**src/hw/rtl/esp_pkg.sv**
```systemverilog
`timescale 1ns / 1ps
// ----------------------------------------------------------------------------
// Encoder speed estimator package
// Transaction payload types, register indexes and sequencer states.
// ----------------------------------------------------------------------------
package esp_pkg;

  typedef struct packed {
    logic              func;
    logic signed [31:0] encoder_count;
    logic        [31:0] time_ms;
  } esp_in_t;

  typedef struct packed {
    logic signed [31:0] speed_rev_per_s;
    logic signed [47:0] speed_mm_per_s;
    logic signed [31:0] total_counts;
    logic               stalled;
  } esp_out_t;

  localparam logic FUNC_POLL    = 1'b0;
  localparam logic FUNC_RESTART = 1'b1;

  localparam int CFG_IDX_W = 8;
  localparam logic [CFG_IDX_W-1:0] REG_MIN_WINDOW    = 8'd0;
  localparam logic [CFG_IDX_W-1:0] REG_TICKS_PER_REV = 8'd1;
  localparam logic [CFG_IDX_W-1:0] REG_STALL_TIMEOUT = 8'd2;
  localparam logic [CFG_IDX_W-1:0] REG_CIRCUMFERENCE = 8'd3;

  localparam logic [15:0] MIN_WINDOW_RST    = 16'd20;
  localparam logic [15:0] TICKS_PER_REV_RST = 16'd360;
  localparam logic [15:0] STALL_TIMEOUT_RST = 16'd200;
  localparam logic [11:0] CIRCUMFERENCE_RST = 12'd200;

  localparam logic [15:0] MS_PER_S   = 16'd1000;
  localparam logic [15:0] ALPHA_Q16  = 16'd13107;
  localparam logic [47:0] ROUND_HALF = 48'd32768;

  typedef enum logic [3:0] {
    S_IDLE,
    S_STEP,
    S_MNUM,
    S_MDEN,
    S_DCHK,
    S_DIV,
    S_SAMP,
    S_FDIFF,
    S_FMUL,
    S_FADD,
    S_STALL,
    S_MM,
    S_OUT
  } esp_state_t;

endpackage

```
**src/hw/rtl/encoder_speed_estimator.sv**
```systemverilog
`timescale 1ns / 1ps
// ----------------------------------------------------------------------------
// Encoder speed estimator
// Windowed encoder speed with a first-order low-pass, in rev/s and mm/s.
// ----------------------------------------------------------------------------
//  channel  | handshake             | payload
//  ---------+-----------------------+-----------------------------------
//  in       | in_valid / in_ready   | in_data  (func, count, time)
//  out      | out_valid / out_ready | out_data (speeds, total, stalled)
//  cfg      | cfg_valid / cfg_ready | cfg_index, cfg_data
//
//  A transaction that closes a window runs the restoring divider, one bit per
//  cycle; the divider is skipped when the sample saturates, and a zero net
//  window skips both the products and the divider. in_ready is high only in
//  idle, so no new transaction is taken until the last one is through.
//  One shared 33x16 multiplier serves all products. A result waiting in the
//  output register holds the sequencer in its last step. rst restores defaults.
// ----------------------------------------------------------------------------
module encoder_speed_estimator #(
  parameter int FRAC_BITS = 16
) (
  input  logic                      clk,
  input  logic                      rst,
  input  logic                      in_valid,
  output logic                      in_ready,
  input  esp_pkg::esp_in_t          in_data,
  output logic                      out_valid,
  input  logic                      out_ready,
  output esp_pkg::esp_out_t         out_data,
  input  logic                      cfg_valid,
  output logic                      cfg_ready,
  input  logic [esp_pkg::CFG_IDX_W-1:0] cfg_index,
  input  logic [15:0]               cfg_data
);
  import esp_pkg::*;

  localparam int NUM_W = 41;
  localparam int NW    = NUM_W + FRAC_BITS;
  localparam int TOP_W = NW - 32;

  // configuration
  logic [15:0] min_window;
  logic [15:0] ticks_per_rev;
  logic [15:0] stall_timeout;
  logic [11:0] circumference;

  // estimator state
  logic [31:0] previous_count;
  logic [31:0] count_total;
  logic [31:0] window_counts;
  logic signed [31:0] filtered_speed;
  logic [31:0] window_start_ms;
  logic [31:0] last_tick_ms;

  // working registers
  esp_state_t  state, state_next;
  logic        func;
  logic [31:0] cur;
  logic [31:0] now;
  logic [31:0] dt;
  logic [31:0] w_mag;
  logic        w_neg;
  logic [NUM_W-1:0] num;
  logic [47:0] den;
  logic [47:0] rem;
  logic [31:0] nsh;
  logic [31:0] quo;
  logic [4:0]  cnt;
  logic        div_sat;
  logic signed [31:0] sample;
  logic [32:0] d_mag;
  logic        d_neg;
  logic [46:0] fprod;
  logic [43:0] mm_mag;
  logic        mm_neg;
  logic        stalled;

  // shared multiplier
  logic [32:0] mul_a;
  logic [15:0] mul_b;
  logic [48:0] mul_p;
  assign mul_p = 49'(mul_a) * 49'(mul_b);

  // poll step decode
  logic [31:0] step;
  logic [31:0] du;
  logic [31:0] wc_new;
  logic [31:0] dt_now;
  logic        moved;
  logic        window_unset;
  logic        window_done;

  always_comb begin
    step = cur - previous_count;
    moved = (step != 32'd0);
    priority if (!step[31] && step[30:15] != 16'd0) begin
      du = 32'h0000_7FFF;
    end else if (step[31] && step[30:15] != 16'hFFFF) begin
      du = 32'hFFFF_8000;
    end else begin
      du = step;
    end
    wc_new = window_counts + du;
    dt_now = now - window_start_ms;
    window_unset = (window_start_ms == 32'd0);
    window_done = !window_unset && (dt_now >= 32'(min_window));
  end

  // divider datapath
  logic [NW-1:0] n_full;
  logic [TOP_W-1:0] n_top;
  logic [48:0] r_sh;
  logic        r_ge;
  logic [31:0] s_mag;
  logic signed [33:0] diff;
  logic [47:0] frnd;
  logic [31:0] dm;
  logic signed [33:0] fsum;
  logic signed [31:0] fsat;

  always_comb begin
    n_full = {num, {FRAC_BITS{1'b0}}};
    n_top = n_full[NW-1:32];
    r_sh = {rem, nsh[31]};
    r_ge = (r_sh >= 49'(den));
    // clamp the quotient to the signed range of the sample
    if (w_neg) begin
      s_mag = (div_sat || quo > 32'h8000_0000) ? 32'h8000_0000 : quo;
    end else begin
      s_mag = (div_sat || quo > 32'h7FFF_FFFF) ? 32'h7FFF_FFFF : quo;
    end
    diff = 34'(sample) - 34'(filtered_speed);
    frnd = 48'(fprod) + ROUND_HALF;
    dm = frnd[47:16];
    if (d_neg) begin
      fsum = 34'(filtered_speed) - 34'(dm);
    end else begin
      fsum = 34'(filtered_speed) + 34'(dm);
    end
    priority if (fsum > 34'sh0_7FFF_FFFF) begin
      fsat = 32'sh7FFF_FFFF;
    end else if (fsum < -34'sh0_8000_0000) begin
      fsat = 32'sh8000_0000;
    end else begin
      fsat = fsum[31:0];
    end
  end

  // next state
  always_comb begin
    state_next = state;
    unique case (state)
      S_IDLE: if (in_valid) state_next = S_STEP;
      S_STEP: begin
        if (func == FUNC_RESTART) begin
          state_next = S_MM;
        end else if (moved && window_done) begin
          state_next = (wc_new == 32'd0) ? S_FDIFF : S_MNUM;
        end else begin
          state_next = S_STALL;
        end
      end
      S_MNUM:  state_next = S_MDEN;
      S_MDEN:  state_next = S_DCHK;
      S_DCHK:  state_next = (den == 48'd0 || 48'(n_top) >= den) ? S_SAMP : S_DIV;
      S_DIV:   if (cnt == 5'd31) state_next = S_SAMP;
      S_SAMP:  state_next = S_FDIFF;
      S_FDIFF: state_next = S_FMUL;
      S_FMUL:  state_next = S_FADD;
      S_FADD:  state_next = S_STALL;
      S_STALL: state_next = S_MM;
      S_MM:    state_next = S_OUT;
      S_OUT:   if (!out_valid || out_ready) state_next = S_IDLE;
      default: state_next = S_IDLE;
    endcase
  end

  // sequencer outputs
  always_comb begin
    in_ready = (state == S_IDLE);
    cfg_ready = 1'b1;
    mul_a = '0;
    mul_b = '0;
    unique case (state)
      S_MNUM: begin
        mul_a = 33'(w_mag);
        mul_b = MS_PER_S;
      end
      S_MDEN: begin
        mul_a = 33'(dt);
        mul_b = ticks_per_rev;
      end
      S_FMUL: begin
        mul_a = d_mag;
        mul_b = ALPHA_Q16;
      end
      S_MM: begin
        mul_a = filtered_speed[31] ? 33'(-filtered_speed) : 33'(filtered_speed);
        mul_b = 16'(circumference);
      end
      default: begin
        mul_a = '0;
        mul_b = '0;
      end
    endcase
  end

  always_ff @(posedge clk) begin
    if (rst) begin
      state <= S_IDLE;
    end else begin
      state <= state_next;
    end
  end

  // configuration registers
  always_ff @(posedge clk) begin
    if (rst) begin
      min_window    <= MIN_WINDOW_RST;
      ticks_per_rev <= TICKS_PER_REV_RST;
      stall_timeout <= STALL_TIMEOUT_RST;
      circumference <= CIRCUMFERENCE_RST;
    end else if (cfg_valid && cfg_ready) begin
      if (cfg_index == REG_MIN_WINDOW) min_window <= cfg_data;
      if (cfg_index == REG_TICKS_PER_REV) ticks_per_rev <= cfg_data;
      if (cfg_index == REG_STALL_TIMEOUT) stall_timeout <= cfg_data;
      if (cfg_index == REG_CIRCUMFERENCE) circumference <= cfg_data[11:0];
    end
  end

  // estimator state and output register
  always_ff @(posedge clk) begin
    if (rst) begin
      previous_count  <= '0;
      count_total     <= '0;
      window_counts   <= '0;
      filtered_speed  <= '0;
      window_start_ms <= '0;
      last_tick_ms    <= '0;
      out_valid       <= 1'b0;
    end else begin
      if (state == S_OUT && (!out_valid || out_ready)) begin
        out_valid <= 1'b1;
      end else if (out_ready) begin
        out_valid <= 1'b0;
      end
      unique case (state)
        S_IDLE: begin
          if (in_valid) begin
            func <= in_data.func;
            cur  <= in_data.encoder_count;
            now  <= in_data.time_ms;
          end
        end
        S_STEP: begin
          stalled <= 1'b0;
          if (func == FUNC_RESTART) begin
            previous_count  <= cur;
            count_total     <= '0;
            window_counts   <= '0;
            filtered_speed  <= '0;
            window_start_ms <= '0;
            last_tick_ms    <= '0;
          end else if (moved) begin
            previous_count <= cur;
            last_tick_ms   <= now;
            count_total    <= count_total + du;
            if (window_unset) begin
              window_start_ms <= now;
              window_counts   <= wc_new;
            end else if (window_done) begin
              // close the window: latch its magnitude, restart accumulation
              window_start_ms <= now;
              window_counts   <= '0;
              dt     <= dt_now;
              w_neg  <= wc_new[31];
              w_mag  <= wc_new[31] ? -wc_new : wc_new;
              sample <= '0;
            end else begin
              window_counts <= wc_new;
            end
          end
        end
        S_MNUM: num <= mul_p[NUM_W-1:0];
        S_MDEN: den <= mul_p[47:0];
        S_DCHK: begin
          div_sat <= (den == 48'd0 || 48'(n_top) >= den);
          rem <= 48'(n_top);
          nsh <= n_full[31:0];
          quo <= '0;
          cnt <= '0;
        end
        S_DIV: begin
          rem <= r_ge ? 48'(r_sh - 49'(den)) : r_sh[47:0];
          nsh <= {nsh[30:0], 1'b0};
          quo <= {quo[30:0], r_ge};
          cnt <= cnt + 5'd1;
        end
        S_SAMP: sample <= w_neg ? -s_mag : s_mag;
        S_FDIFF: begin
          d_neg <= diff[33];
          d_mag <= diff[33] ? 33'(-diff) : 33'(diff);
        end
        S_FMUL: fprod <= mul_p[46:0];
        S_FADD: filtered_speed <= fsat;
        S_STALL: begin
          if (last_tick_ms != 32'd0 && (now - last_tick_ms) > 32'(stall_timeout)) begin
            filtered_speed <= '0;
            stalled <= 1'b1;
          end
        end
        S_MM: begin
          mm_mag <= mul_p[43:0];
          mm_neg <= filtered_speed[31];
        end
        S_OUT: begin
          if (!out_valid || out_ready) begin
            out_data.speed_rev_per_s <= filtered_speed;
            out_data.speed_mm_per_s  <= mm_neg ? -48'(mm_mag) : 48'(mm_mag);
            out_data.total_counts    <= count_total;
            out_data.stalled         <= stalled;
          end
        end
        default: ;
      endcase
    end
  end

endmodule

```
**config.mk**
```make
export PLATFORM = sky130hd
export DESIGN_NAME = encoder_speed_estimator
export DESIGN_NICKNAME = d
export VERILOG_FILES = /design/src/hw/rtl/esp_pkg.sv /design/src/hw/rtl/encoder_speed_estimator.sv
export SDC_FILE = /design/constraint.sdc
export NUM_CORES = 2
export LEC_CHECK = 0
export BUFFER_PORTS_ARGS = -buffer_cell sky130_fd_sc_hd__clkbuf_2
export CAP_MARGIN = 20
export CORE_MARGIN = 1
export CORE_UTILIZATION = 45
export CTS_CLUSTER_SIZE = 25
export DETAILED_ROUTE_END_ITERATION = 7
export GPL_TIMING_DRIVEN = 1
export PLACE_DENSITY = 0.72
export SETUP_SLACK_MARGIN = 0.3
export SLEW_MARGIN = 25
export SYNTH_ARGS = -nofsm -noshare
export SYNTH_HDL_FRONTEND = slang
export SYNTH_SLANG_ARGS = --single-unit
```
**constraint.sdc**
```tcl
create_clock -name clk -period 13.24 [get_ports clk]
set_clock_uncertainty 0.2 [all_clocks]
set_input_delay 2.648 -clock clk [delete_from_list [all_inputs] [get_ports clk]]
set_output_delay 2.648 -clock clk [all_outputs]
set_load 0.02 [all_outputs]
```
==> flow_metrics.tcl <==
set metrics [dict create \
    cpPeakStageDelay_ps 810 \
    synth_area_um2 67800 \
    hold_slack_ps 263 \
    grt_usage_pct 25.9 \
    ir_drop_v 0.000123 \
    cts_resized 0 \
    slew_violations 0 \
    synth_top_area_cell "edfxtp_1" \
    p_comb_share_pct 41.5 \
    rsz0062_at_grt "no" \
    p_int_uw 6210 \
    p_leak_uw 0.0302 \
    status "finished with violations" \
    start_util_pct 45.3 \
    synth_commonest_cells "inv_1 (784), nand2_1 (701), edfxtp_1 (578)" \
    crit_top_cell "fa_1" \
    ys_types 99 \
    timing.fmax_mhz 97.8 \
    fin_crit_sh_pct 77.2 \
    setup_viol 0 \
    cts_hold_buf 0 \
    io_pins 210 \
    arrival_ps 10540 \
    crit_path_start "state[1]" \
    core-area_um2 150000 \
    gp_congestion 0.981 \
    die_area_um2 152000 \
    die_y_um 390 \
    totalNegativeSetupSlack_ps 0 \
    syn2layout_area_growth_pct 9.62 \
    crit_buf_inv 6 \
    clk_pin_slew_ps 60 \
    placement.io_buffers 208 \
    yosysWarnings 0 \
    vias 55292 \
    yosys_register_bits 835 \
    ant_nets 0 \
    ys_async_sr_fraction_pct 0 \
    grt_max_degree 90 \
    hold_start "stall_timeout[3]" \
    finalWirelength_mm 199 \
    power_frac_seq_pct 32.1 \
    crit_fanout 40 \
    synthTopCellsByArea "edfxtp_1 (26%), fa_1 (13%), ha_1 (8.3%)" \
    fin_util_pct 49.7 \
    ys_seq_area_share_pct 33.2 \
    clk_latency_ps 740 \
    syn_avg_cell_area_um2 9.37 \
    swShare_pct 39.9 \
    min_path_type "flop to flop" \
    drc_errors 2 \
    first_pass_iters 8 \
    p_per_area_nw_per_um2 139 \
    cp_data_required_time_ps 13550 \
    rows 142 \
    clkSinkCount 835 \
    post-route-min-period_ps 10220 \
    p_sw_uw 4110 \
    clockRootBuffer "clkbuf_16" \
    nets 8308 \
    overflow 0 \
    post_cts_buffers 0 \
    grt_first_pass_wirelength_mm 308 \
    dp_hpwl_mm 155 \
    synth_edf_count 578 \
    reg2reg_from "state[1]" \
    cts_max_level 3 \
    antenna_found_initial 3 \
    max_cap_viol_count 0 \
    clockBufferDepth 3 \
    syn_inst 7231 \
    synth-main-ff-cell "edfxtp_1" \
    drt_iter0_drc 5293 \
    cts_tree "done" \
    post-synth-top-count-cell "inv_1" \
    diodes 0 \
    total_power_uw 10300 \
    via_per_inst 5.87 \
    drive_gt1_share_pct 7.46 \
    cp-start-kind "flop" \
    critical_path_class "flop to flop" \
    slew_headroom_pct 24.8 \
    first_global_vias 53711 \
    path_delay_family "adder cells" \
    tightest_slew_ps 1120 \
    wl_per_cell_um 21.2 \
    hold_viol 0 \
    clkPwrFrac_pct 26.3 \
    crit_slowest_cell "nor3_2" \
    netlist.area_leader.share_pct 25.6 \
    violations "DRC" \
    cts_buffers 92 \
    end_kind "flop" \
    fp.dieW_um 390 \
]
## metal layers
layer	vias up	wire length, µm	track usage [%]
met5	-	27	0
met1	26982	82800	33.8
met4	4	9640	11.5
li1	25712	-	-
met2	2202	92700	42.4
met3	392	14300	3.91
## power groups by stage
stage                     Sequential (µW)  Combinational [µW]  Clock [µW]
after floorplan                      3280                3030           0
after global placement               3360                4130           0
after detailed placement             3360                4210           0
after CTS                            3310                4230        2760
after global routing                 3330                4710        2860
final                                3310                4290        2720
## sequential cells by signal, summed over array words and instances (netlist names), 32 cells and up
signal and flops:
count_total 32, cur 32, d_mag 33, den 48, dt 32, filtered_speed 32, fprod 32, last_tick_ms 32
mm_mag 44, now 32, num 41, out_data 113, previous_count 32, quo 32, rem 48, sample 32
w_mag 32, window_counts 32, window_start_ms 32
## final cells by class
class                           instances  area, µm²
Fill cell                           13769      75300
Multi-Input combinational cell       5318      41400
Sequential cell                       835      22500
Inverter                              785       2950
Tap cell                             2016       2520
Clock buffer                          110       2430
Timing Repair Buffer                  292       1710
Clock inverter                         59        756
## path summary, 6_finish.rpt
path	endpoint	slack (ps)	cells after the start
setup reg to reg	den[46]	3020	29
hold / removal	stall_timeout[3]	260	1
hold reg to reg	stall_timeout[3]	260	1
setup / recovery	den[46]	3020	29
## cell families after synthesis
family	Yosys count	share of synthesized area (%)
AND/OR/NAND/NOR	2144	15.2
multiplexers	101	1.50
flip-flops	835	33.2
AO/OA/AOI/OAI	1745	17.2
adder cells (fa/ha/maj)	890	21.3
XOR/XNOR	430	5.60
other	2	0.0111
buffers and inverters	1084	6.08
## metrics by stage
step                std cells  instance area (µm²)  setup WS [ps]
floorplan                7237                67800           1420
global placement         9242                71000           3440
detailed placement       9242                71000           3170
CTS                      9411                74200           3140
global route             9415                74300           2350
finish                   9415                74300           3020
## placed cells by master, fill, tap and decap left out, types with 40 or more instances in the layout
master     count
o21bai_1      40
a21oi_1      426
and2_1        57
nor2b_1       54
nand4_1       66
nor3_1       106
o21a_1        90
a22o_1        71
nand2b_1     107
inv_1        784
clkbuf_2     207
clkbuf_16     93
nand3_1      153
o21ai_0      359
nand2_1      698
dfxtp_1      257
mux2i_1       96
buf_4         80
edfxtp_1     578
nor4_1        60
or3_1         65
o31ai_1       63
a31oi_1       47
ha_1         451
fa_1         439
a211oi_1      72
xnor2_1      300
nor2_1       524
xor2_1       127
and3_1        81
a21o_1       170
## worst reg2reg max path, delay by kind of cell, from the launching register on
kind	cells	cell delay [ps]
buffers and inverters	6	790
AO/OA/AOI/OAI	12	3300
flip-flops	1	620
AND/OR/NAND/NOR	4	1570
adder cells (fa/ha/maj)	7	3500
No activity file was read; power rests on OpenSTA's default activity.
